### src/sv/scs_pkg.sv
// Shared types, constants and codes for the stepwise cocktail sort block.
package scs_pkg;

    localparam int ELEM_COUNT_DEF = 128;
    localparam int REQ_W          = 2;
    localparam int INDEX_W        = 7;
    localparam int VALUE_W        = 16;

    typedef enum logic [REQ_W-1:0] {
        REQ_WRITE   = 2'd0,
        REQ_STEP    = 2'd1,
        REQ_READ    = 2'd2,
        REQ_RESTART = 2'd3
    } req_type_t;

    typedef enum logic [3:0] {
        ST_IDLE,
        ST_RD_ADDR,
        ST_RD_DATA,
        ST_SCAN_INIT,
        ST_SCAN_FIRST,
        ST_SCAN_CMP,
        ST_SWAP_LO,
        ST_SWAP_HI,
        ST_RESP
    } state_t;

    // controller -> datapath
    typedef struct packed {
        logic req_write;      // store request value
        logic req_read;       // point read address at request index
        logic restart;        // position 0, forward
        logic scan_begin;     // first scan from kept position and direction
        logic scan_fallback;  // full scan in the opposite direction
        logic scan_advance;   // shift prev, step index and read address
        logic hit_capture;    // latch swap pair, update position
        logic swap_lo;        // write lower element of the pair
        logic swap_hi;        // write upper element of the pair
        logic res_zero;       // clear result fields
        logic res_read;       // take read data as result
        logic res_done;       // flag no out-of-order pair
        logic out_load;       // move result into the output register
    } cmd_t;

    // datapath -> controller
    typedef struct packed {
        logic scan_empty;     // no pair between start and scan end
        logic scan_hit;       // current pair out of order
        logic scan_last;      // current element is the scan end
        logic scan_second;    // running the fallback scan
        logic out_free;       // output register can take a beat
    } status_t;

endpackage

### src/sv/scs_in_if.sv
// Request channel: valid/ready handshake with request payload.
interface scs_in_if
    import scs_pkg::*;
();
    logic                      valid;
    logic                      ready;
    logic [REQ_W-1:0]          req_type;
    logic [INDEX_W-1:0]        elem_index;
    logic signed [VALUE_W-1:0] elem_value;

    modport source (output valid, output req_type, output elem_index, output elem_value,
                    input ready);
    modport sink   (input valid, input req_type, input elem_index, input elem_value,
                    output ready);
endinterface

### src/sv/scs_out_if.sv
// Result channel: valid/ready handshake with result payload.
interface scs_out_if
    import scs_pkg::*;
();
    logic                      valid;
    logic                      ready;
    logic signed [VALUE_W-1:0] read_value;
    logic                      swapped;
    logic [INDEX_W-1:0]        swap_low_index;
    logic                      done_res;

    modport source (output valid, output read_value, output swapped,
                    output swap_low_index, output done_res, input ready);
    modport sink   (input valid, input read_value, input swapped,
                    input swap_low_index, input done_res, output ready);
endinterface

### src/sv/scs_ctrl.sv
// Sequencing state machine for requests, scans and swaps.
module scs_ctrl
    import scs_pkg::*;
(
    input  logic             clk,
    input  logic             rst_n,
    input  logic             in_valid,
    input  logic [REQ_W-1:0] req_type,
    input  status_t          sts,
    output logic             in_ready,
    output cmd_t             cmd
);

    state_t state_reg;
    state_t state_next;

    always_ff @(posedge clk or negedge rst_n)
    begin
        if (!rst_n)
        begin
            state_reg <= ST_IDLE;
        end
        else
        begin
            state_reg <= state_next;
        end
    end

    // next state
    always_comb
    begin
        state_next = state_reg;
        unique case (state_reg)
            ST_IDLE:
            begin
                if (in_valid)
                begin
                    unique case (req_type_t'(req_type))
                        REQ_WRITE:   state_next = ST_RESP;
                        REQ_STEP:    state_next = ST_SCAN_INIT;
                        REQ_READ:    state_next = ST_RD_ADDR;
                        REQ_RESTART: state_next = ST_RESP;
                        default:     state_next = ST_RESP;
                    endcase
                end
            end
            ST_RD_ADDR:    state_next = ST_RD_DATA;
            ST_RD_DATA:    state_next = ST_RESP;
            ST_SCAN_INIT:
            begin
                if (sts.scan_empty)
                begin
                    state_next = sts.scan_second ? ST_RESP : ST_SCAN_INIT;
                end
                else
                begin
                    state_next = ST_SCAN_FIRST;
                end
            end
            ST_SCAN_FIRST: state_next = ST_SCAN_CMP;
            ST_SCAN_CMP:
            begin
                if (sts.scan_hit)
                begin
                    state_next = ST_SWAP_LO;
                end
                else if (sts.scan_last)
                begin
                    state_next = sts.scan_second ? ST_RESP : ST_SCAN_INIT;
                end
            end
            ST_SWAP_LO:    state_next = ST_SWAP_HI;
            ST_SWAP_HI:    state_next = ST_RESP;
            ST_RESP:
            begin
                if (sts.out_free)
                begin
                    state_next = ST_IDLE;
                end
            end
            default:       state_next = ST_IDLE;
        endcase
    end

    // outputs
    always_comb
    begin
        cmd      = '0;
        in_ready = 1'b0;
        unique case (state_reg)
            ST_IDLE:
            begin
                in_ready = 1'b1;
                if (in_valid)
                begin
                    cmd.res_zero = 1'b1;
                    unique case (req_type_t'(req_type))
                        REQ_WRITE:   cmd.req_write  = 1'b1;
                        REQ_STEP:    cmd.scan_begin = 1'b1;
                        REQ_READ:    cmd.req_read   = 1'b1;
                        REQ_RESTART: cmd.restart    = 1'b1;
                        default:     cmd.res_zero   = 1'b1;
                    endcase
                end
            end
            ST_RD_ADDR:    cmd = '0;
            ST_RD_DATA:    cmd.res_read = 1'b1;
            ST_SCAN_INIT:
            begin
                if (sts.scan_empty)
                begin
                    if (sts.scan_second)
                    begin
                        cmd.res_done = 1'b1;
                    end
                    else
                    begin
                        cmd.scan_fallback = 1'b1;
                    end
                end
                else
                begin
                    cmd.scan_advance = 1'b1;
                end
            end
            ST_SCAN_FIRST: cmd.scan_advance = 1'b1;
            ST_SCAN_CMP:
            begin
                if (sts.scan_hit)
                begin
                    cmd.hit_capture = 1'b1;
                end
                else if (sts.scan_last)
                begin
                    if (sts.scan_second)
                    begin
                        cmd.res_done = 1'b1;
                    end
                    else
                    begin
                        cmd.scan_fallback = 1'b1;
                    end
                end
                else
                begin
                    cmd.scan_advance = 1'b1;
                end
            end
            ST_SWAP_LO:    cmd.swap_lo = 1'b1;
            ST_SWAP_HI:    cmd.swap_hi = 1'b1;
            ST_RESP:       cmd.out_load = sts.out_free;
            default:       cmd = '0;
        endcase
    end

endmodule

### src/sv/scs_datapath.sv
// Element memory, scan pointers, pair compare and result/output registers.
module scs_datapath
    import scs_pkg::*;
#(
    parameter int ELEM_COUNT = ELEM_COUNT_DEF
)
(
    input  logic                      clk,
    input  logic                      rst_n,
    input  cmd_t                      cmd,
    output status_t                   sts,
    input  logic [INDEX_W-1:0]        elem_index,
    input  logic signed [VALUE_W-1:0] elem_value,
    input  logic                      out_ready,
    output logic                      out_valid,
    output logic signed [VALUE_W-1:0] read_value,
    output logic                      swapped,
    output logic [INDEX_W-1:0]        swap_low_index,
    output logic                      done_res
);

    localparam int AW = (ELEM_COUNT > 1) ? $clog2(ELEM_COUNT) : 1;
    localparam logic [AW-1:0] LAST = AW'(ELEM_COUNT - 1);

    logic signed [VALUE_W-1:0] mem [ELEM_COUNT];
    logic signed [VALUE_W-1:0] rdata_reg;

    logic          mem_we;
    logic [AW-1:0] mem_wa;
    logic signed [VALUE_W-1:0] mem_wd;

    // control registers
    logic          dir_reg,    dir_next;
    logic          second_reg, second_next;
    logic [AW-1:0] pos_reg,    pos_next;
    logic          fwd_reg,    fwd_next;
    logic          out_valid_reg, out_valid_next;

    // payload registers
    logic [AW-1:0] addr_reg, addr_next;
    logic [AW-1:0] idx_reg,  idx_next;
    logic signed [VALUE_W-1:0] prev_reg, prev_next;
    logic          rd_ok_reg, rd_ok_next;
    logic [AW-1:0] lo_reg, lo_next;
    logic signed [VALUE_W-1:0] lo_val_reg, lo_val_next;
    logic signed [VALUE_W-1:0] hi_val_reg, hi_val_next;
    logic signed [VALUE_W-1:0] res_value_reg, res_value_next;
    logic          res_swapped_reg, res_swapped_next;
    logic [INDEX_W-1:0] res_low_reg, res_low_next;
    logic          res_done_reg, res_done_next;
    logic signed [VALUE_W-1:0] out_value_reg, out_value_next;
    logic          out_swapped_reg, out_swapped_next;
    logic [INDEX_W-1:0] out_low_reg, out_low_next;
    logic          out_done_reg, out_done_next;

    logic          idx_ok;
    logic          hit;
    logic [AW-1:0] lo_idx;
    logic [AW-1:0] addr_step;

    assign idx_ok = (32'(elem_index) < ELEM_COUNT);
    assign hit    = dir_reg ? (prev_reg > rdata_reg) : (prev_reg < rdata_reg);
    assign lo_idx = dir_reg ? (idx_reg - AW'(1)) : idx_reg;

    // step toward the scan end, holding there
    always_comb
    begin
        if (dir_reg)
        begin
            addr_step = (addr_reg == LAST) ? addr_reg : addr_reg + AW'(1);
        end
        else
        begin
            addr_step = (addr_reg == '0) ? addr_reg : addr_reg - AW'(1);
        end
    end

    assign sts.scan_empty  = dir_reg ? (addr_reg == LAST) : (addr_reg == '0);
    assign sts.scan_hit    = hit;
    assign sts.scan_last   = dir_reg ? (idx_reg == LAST) : (idx_reg == '0);
    assign sts.scan_second = second_reg;
    assign sts.out_free    = !out_valid_reg || out_ready;

    // memory write select
    always_comb
    begin
        mem_we = 1'b0;
        mem_wa = lo_reg;
        mem_wd = lo_val_reg;
        if (cmd.req_write && idx_ok)
        begin
            mem_we = 1'b1;
            mem_wa = AW'(elem_index);
            mem_wd = elem_value;
        end
        else if (cmd.swap_lo)
        begin
            mem_we = 1'b1;
        end
        else if (cmd.swap_hi)
        begin
            mem_we = 1'b1;
            mem_wa = lo_reg + AW'(1);
            mem_wd = hi_val_reg;
        end
    end

    always_ff @(posedge clk)
    begin
        if (mem_we)
        begin
            mem[mem_wa] <= mem_wd;
        end
        rdata_reg <= mem[addr_reg];
    end

    always_comb
    begin
        dir_next         = dir_reg;
        second_next      = second_reg;
        pos_next         = pos_reg;
        fwd_next         = fwd_reg;
        out_valid_next   = out_valid_reg;
        addr_next        = addr_reg;
        idx_next         = idx_reg;
        prev_next        = prev_reg;
        rd_ok_next       = rd_ok_reg;
        lo_next          = lo_reg;
        lo_val_next      = lo_val_reg;
        hi_val_next      = hi_val_reg;
        res_value_next   = res_value_reg;
        res_swapped_next = res_swapped_reg;
        res_low_next     = res_low_reg;
        res_done_next    = res_done_reg;
        out_value_next   = out_value_reg;
        out_swapped_next = out_swapped_reg;
        out_low_next     = out_low_reg;
        out_done_next    = out_done_reg;

        if (cmd.res_zero)
        begin
            res_value_next   = '0;
            res_swapped_next = 1'b0;
            res_low_next     = '0;
            res_done_next    = 1'b0;
        end
        if (cmd.req_read)
        begin
            rd_ok_next = idx_ok;
            if (idx_ok)
            begin
                addr_next = AW'(elem_index);
            end
        end
        if (cmd.restart)
        begin
            pos_next = '0;
            fwd_next = 1'b1;
        end
        if (cmd.scan_begin)
        begin
            dir_next    = fwd_reg;
            second_next = 1'b0;
            addr_next   = pos_reg;
        end
        if (cmd.scan_fallback)
        begin
            dir_next    = !dir_reg;
            second_next = 1'b1;
            addr_next   = dir_reg ? LAST : '0;
        end
        if (cmd.scan_advance)
        begin
            prev_next = rdata_reg;
            idx_next  = addr_reg;
            addr_next = addr_step;
        end
        if (cmd.hit_capture)
        begin
            lo_next          = lo_idx;
            lo_val_next      = dir_reg ? rdata_reg : prev_reg;
            hi_val_next      = dir_reg ? prev_reg : rdata_reg;
            pos_next         = idx_reg;
            fwd_next         = dir_reg;
            res_swapped_next = 1'b1;
            res_low_next     = INDEX_W'(lo_idx);
        end
        if (cmd.res_read)
        begin
            res_value_next = rd_ok_reg ? rdata_reg : '0;
        end
        if (cmd.res_done)
        begin
            res_done_next = 1'b1;
        end
        if (out_valid_reg && out_ready)
        begin
            out_valid_next = 1'b0;
        end
        if (cmd.out_load)
        begin
            out_valid_next   = 1'b1;
            out_value_next   = res_value_reg;
            out_swapped_next = res_swapped_reg;
            out_low_next     = res_low_reg;
            out_done_next    = res_done_reg;
        end
    end

    always_ff @(posedge clk or negedge rst_n)
    begin
        if (!rst_n)
        begin
            dir_reg       <= 1'b1;
            second_reg    <= 1'b0;
            pos_reg       <= '0;
            fwd_reg       <= 1'b1;
            out_valid_reg <= 1'b0;
        end
        else
        begin
            dir_reg       <= dir_next;
            second_reg    <= second_next;
            pos_reg       <= pos_next;
            fwd_reg       <= fwd_next;
            out_valid_reg <= out_valid_next;
        end
    end

    always_ff @(posedge clk)
    begin
        addr_reg        <= addr_next;
        idx_reg         <= idx_next;
        prev_reg        <= prev_next;
        rd_ok_reg       <= rd_ok_next;
        lo_reg          <= lo_next;
        lo_val_reg      <= lo_val_next;
        hi_val_reg      <= hi_val_next;
        res_value_reg   <= res_value_next;
        res_swapped_reg <= res_swapped_next;
        res_low_reg     <= res_low_next;
        res_done_reg    <= res_done_next;
        out_value_reg   <= out_value_next;
        out_swapped_reg <= out_swapped_next;
        out_low_reg     <= out_low_next;
        out_done_reg    <= out_done_next;
    end

    assign out_valid      = out_valid_reg;
    assign read_value     = out_value_reg;
    assign swapped        = out_swapped_reg;
    assign swap_low_index = out_low_reg;
    assign done_res       = out_done_reg;

endmodule

### src/sv/stepwise_cocktail_sort.sv
// Top level of the stepwise cocktail sort block.
//
// Holds ELEM_COUNT signed 16-bit elements in a single-port-write RAM and sorts
// them ascending by cocktail shaker sort, one swap per step request. Every
// request beat produces exactly one result beat. A step streams the RAM
// through its one read port and compares one adjacent pair per cycle from the
// kept position in the kept direction; on the first out-of-order pair it
// writes the swapped pair back, lower element then upper (one write port). If
// the kept direction is clean the whole array is scanned the other way.
// One request is worked on at a time; a finished result sits in the output
// register while the next request beat is accepted. Elements must be written
// before a step or read touches them; there is no clearing pass after reset.
// Writes and reads with elem_index >= ELEM_COUNT are ignored / read as zero.
module stepwise_cocktail_sort
    import scs_pkg::*;
#(
    parameter int ELEM_COUNT = ELEM_COUNT_DEF
)
(
    input  logic      clk,
    input  logic      rst_n,
    scs_in_if.sink    request,
    scs_out_if.source result
);

    cmd_t    cmd;
    status_t sts;
    logic    in_ready;

    // request sequencing: idle/accept, read wait, scan, swap, respond
    scs_ctrl u_ctrl (
        .clk      (clk),
        .rst_n    (rst_n),
        .in_valid (request.valid),
        .req_type (request.req_type),
        .sts      (sts),
        .in_ready (in_ready),
        .cmd      (cmd)
    );

    // element RAM, scan pointers, compare and output register
    scs_datapath #(
        .ELEM_COUNT (ELEM_COUNT)
    ) u_datapath (
        .clk            (clk),
        .rst_n          (rst_n),
        .cmd            (cmd),
        .sts            (sts),
        .elem_index     (request.elem_index),
        .elem_value     (request.elem_value),
        .out_ready      (result.ready),
        .out_valid      (result.valid),
        .read_value     (result.read_value),
        .swapped        (result.swapped),
        .swap_low_index (result.swap_low_index),
        .done_res       (result.done_res)
    );

    // ready only in idle; the output register decouples the result side
    assign request.ready = in_ready;

endmodule

### src/flat_wrapper.sv
// flat-port wrapper written by rule: the top's interface ports become plain ports
module stepwise_cocktail_sort_flat import scs_pkg::*;
#(
    parameter int ELEM_COUNT = ELEM_COUNT_DEF
)
  (clk, rst_n, request_valid, request_req_type, request_elem_index, request_elem_value, request_ready, result_valid, result_read_value, result_swapped, result_swap_low_index, result_done_res, result_ready);
  scs_in_if request_i ();
  scs_out_if result_i ();
  input  logic clk;
  input  logic rst_n;
  input wire logic [$bits(request_i.valid)-1:0] request_valid;
  input wire logic [$bits(request_i.req_type)-1:0] request_req_type;
  input wire logic [$bits(request_i.elem_index)-1:0] request_elem_index;
  input wire logic [$bits(request_i.elem_value)-1:0] request_elem_value;
  output wire logic [$bits(request_i.ready)-1:0] request_ready;
  output wire logic [$bits(result_i.valid)-1:0] result_valid;
  output wire logic [$bits(result_i.read_value)-1:0] result_read_value;
  output wire logic [$bits(result_i.swapped)-1:0] result_swapped;
  output wire logic [$bits(result_i.swap_low_index)-1:0] result_swap_low_index;
  output wire logic [$bits(result_i.done_res)-1:0] result_done_res;
  input wire logic [$bits(result_i.ready)-1:0] result_ready;
  assign request_i.valid = request_valid;
  assign request_i.req_type = request_req_type;
  assign request_i.elem_index = request_elem_index;
  assign request_i.elem_value = request_elem_value;
  assign request_ready = request_i.ready;
  assign result_valid = result_i.valid;
  assign result_read_value = result_i.read_value;
  assign result_swapped = result_i.swapped;
  assign result_swap_low_index = result_i.swap_low_index;
  assign result_done_res = result_i.done_res;
  assign result_i.ready = result_ready;
  stepwise_cocktail_sort #(.ELEM_COUNT(ELEM_COUNT)) u_core (.clk(clk), .rst_n(rst_n), .request(request_i), .result(result_i));
endmodule
### config.mk
export PLATFORM = sky130hd
export DESIGN_NAME = stepwise_cocktail_sort_flat
export DESIGN_NICKNAME = d
export VERILOG_FILES = /design/src/sv/scs_pkg.sv /design/src/sv/scs_in_if.sv /design/src/sv/scs_out_if.sv /design/src/sv/scs_ctrl.sv /design/src/sv/scs_datapath.sv /design/src/sv/stepwise_cocktail_sort.sv /design/src/flat_wrapper.sv
export SDC_FILE = /design/constraint.sdc
export NUM_CORES = 2
export LEC_CHECK = 0
export BUFFER_PORTS_ARGS = -buffer_cell sky130_fd_sc_hd__buf_2
export CAP_MARGIN = 20
export CELL_PAD_IN_SITES_DETAIL_PLACEMENT = 0
export CELL_PAD_IN_SITES_GLOBAL_PLACEMENT = 2
export CORE_MARGIN = 10
export CORE_UTILIZATION = 52
export DETAILED_ROUTE_END_ITERATION = 16
export PLACE_DENSITY_LB_ADDON = 0.1
export SYNTH_ARGS = -nofsm -noshare
export SYNTH_HDL_FRONTEND = slang
export SYNTH_SLANG_ARGS = --single-unit
export TNS_END_PERCENT = 100
### constraint.sdc
create_clock -name clk -period 8.15 [get_ports clk]
set_input_delay 0.4075 -clock clk [delete_from_list [all_inputs] [get_ports clk]]
set_output_delay 0.4075 -clock clk [all_outputs]
set_load 0.01 [all_outputs]
==> flow_summary.ini <==
[setup_path]
regToRegEndpoint = u_core.u_datapath.mem[31][1]
cp.required_ns = 8.65
critical_path_class = flop to flop
r2r_setup_slack_ns = 3.46
rr_worst_depth = 9
crit_fanout = 96
worstSetupEndpointType = flop
crit_path_start_kind = flop
crit_arrival_ns = 5.19
timing.rr.start = u_core.u_ctrl.state_reg[2]

[logic_synthesis]
seq_area_frac_synth_pct = 77.4
synth-seq-cells = 2198
synth_area_sq_um = 84900
syn_nets = 3704
yosysWarnings = 0
synth.top_cell.area_share_pct = 76.6
synth_top_cell_by_area = edfxtp_1
synth-edff-count = 2165
ys.flop_type = edfxtp_1
ys_top_cells_by_area = edfxtp_1 77%, mux4_2 18%, nor2_1 0.86%
synthDistinctLibCells = 50
synth_cells = 3646
avgSynthCellArea_sq_um = 23.3
synth-async-reset-ratio_pct = 0.682

[global_route]
grt_usage_pct = 23.4
grt_pass1_vias = 40200
antenna_found_initial = 15
overflow = 0
grt_max_degree = 126
grt_pass1_wl_um = 301000

[sta]
drv_slew = 0
hold_violations = 0
max_freq_ghz = 0.213
rsz0062_at_grt = false
tightestPinTransition_ns = 1.19
slew_headroom_pct = 20.7
setup_viol_count_final = 0
fin_crit_ns = 4.69
fin_worst_skew_ns = 0.0469
layout_setup_ws_ns = 3.46
setup_tns_ns = 0
finalCritPeriodShare_pct = 57.5

[clock_tree]
post-cts-setup-buffers = 0
clockBufferDepth = 3
worstSkewPairLatency_ns = 0.87
clock-sinks = 2198
clkTransAtPathRegs_ns = 0.07
htreeDepth = 4
cts_hold_buf = 4
cts_buffers = 214
root_buffer = clkbuf_16
cts_tree = yes
cts_resized = 0

[final_layout]
largest_reg_flops = 2048
layout-drive-gt1-share_pct = 31.2
nets = 3988
nFillCells = 11600
regMostFlops = u_core.u_datapath.mem
final_area_sq_um = 96100
syn2layout_area_growth_pct = 13.2

[place]
routabilityCongestion = 0.820
pre_cts_ws_ns = 3.56
place_area_sq_um = 88900
hpwl_um = 123000
io_buffers = 55

[routing]
routedWlPerCell_um = 33.4
drt-total-wl_um = 210000
drt_pre_antenna_iters = 5
drtAntennaViolNets = 0
drt_iter0_markers = 4638
vias = 39300
drc = 0
drt-vias-per-instance = 6.25

[floorplan]
die-area_sq_um = 180000
start_util_pct = 52.2
coreArea_sq_um = 163000
placementRows = 148
die_x_um = 424
ioPinCount = 56
die_y_um = 424

[power]
peakVddDrop_uv = 305
power_density_nw_per_um2 = 315
leakage_nw = 30.3

[flow_run]
maxCapViolations = 0

[hold_path]
hp-class = input pin to asynchronous set/reset pin

[status]
outcome = complete, no violations
[cell type report]
cell class / count / area [sq um] / share of cell area [%]
sequential: 2198 / 65800 / 68.4
multi-input combinational: 1230 / 18500 / 19.2
clock buffer: 253 / 5520 / 5.75
tap: 2175 / 2720 / 2.83
timing repair buffer: 254 / 1950 / 2.03
clock inverter: 146 / 1560 / 1.63
inverter: 32 / 120 / 0.125
antenna: 8 / 20.0 / 0.0208
[synthesized netlist by cell type (all sizes together), types with 3 or more instances]
master  instances
a21o            7
a21oi          40
a22o            5
and2            8
and3            4
buf            79
clkbuf        107
dfrtp          13
dfxtp          18
edfxtp       2165
ha             28
inv            31
mux2           32
mux2i          19
mux4          672
nand2          98
nand2b          3
nand3          18
nand4           6
nor2          195
nor2b           5
nor3            7
nor4            7
o211ai          4
o21a            4
o21ai          29
o21bai          3
xnor2          10
xor2            7
[how the worst max path moves through the flow]
stage	start	endpoint	slack, ns	cells past startpoint
global route	u_core.u_ctrl.state_reg[2]	u_core.u_datapath.mem[49][15]	3.22	9
global placement	u_core.u_datapath.rdata_reg[15]	u_core.u_datapath.addr_reg[5]	3.40	12
finish	u_core.u_ctrl.state_reg[2]	u_core.u_datapath.mem[31][1]	3.46	9
floorplan	u_core.u_ctrl.state_reg[3]	u_core.u_datapath.mem[0][11]	1.94	6
CTS	u_core.u_ctrl.state_reg[2]	u_core.u_datapath.mem[18][7]	3.52	9
detailed placement	u_core.u_ctrl.state_reg[2]	u_core.u_datapath.mem[17][9]	3.56	9
[report_power, final]
part           total [mW]  internal (mW)  switching, mW
sequential           13.3           13.1          0.184
combinational        7.16           2.94           4.22
clock                9.90           5.65           4.24
total                30.3           21.7           8.64
[through the flow]
step | utilization (%) | hold WS, ns | std cells | total power, mW
finish | 59.1 | 0.0768 | 6296 | 30.3
global route | 59.1 | 0.0659 | 6288 | 31.3
global placement | 54.7 | 0.338 | 5879 | 20.6
CTS | 59.0 | 0.0310 | 6283 | 30.6
floorplan | - | 0.112 | 3646 | 17.9
detailed placement | 54.7 | 0.345 | 5880 | 20.7
[critical path: stages, from the launching register on]
cell     delay [ns]
dfrtp_1        0.52
nor2_1         0.15
nand2_1        0.14
inv_1          0.09
and2_1         0.24
nand2_2        0.37
buf_4          0.59
nor2_1         0.21
a21oi_4        0.86
buf_4          0.89
[cells in the final DEF, fill, tap and decap left out, drive strengths merged, types with 3 or more instances in the layout]
cell type / n
edfxtp: 2165
mux4: 672
clkbuf: 253
nand2: 98
clkinvlp: 13
o21ai: 29
o21a: 4
clkinv: 103
nand3: 18
nand4: 6
o21bai: 3
and3: 4
and2: 8
bufinv: 25
mux2i: 19
xor2: 7
dlygate4sd3: 4
nor4: 7
ha: 28
o211ai: 4
nor2: 195
a22o: 5
mux2: 32
a21oi: 40
inv: 37
nand2b: 3
nor2b: 5
dfrtp: 13
a21o: 7
diode: 8
nor3: 7
dfxtp: 18
xnor2: 10
buf: 250
[kinds of logic after synthesis]
group           share of synthesized area, %
xor+xnor                               0.175
flops                                   77.4
fa+ha+maj                              0.436
compound gates                         0.728
simple gates                            1.74
buf+inv                                 1.04
mux                                     18.5
[per-layer routing]
metal	share of wire, %	routed length (um)	global-route usage [%]	up-vias
met5	0.035	73	0	-
met4	3.1	6460	7.16	10
met3	7.5	15800	4.58	328
met2	49	102000	37.3	1610
met1	41	85300	33.0	21300
li1	-	-	-	16000
Power figures use the tool's default switching activity.
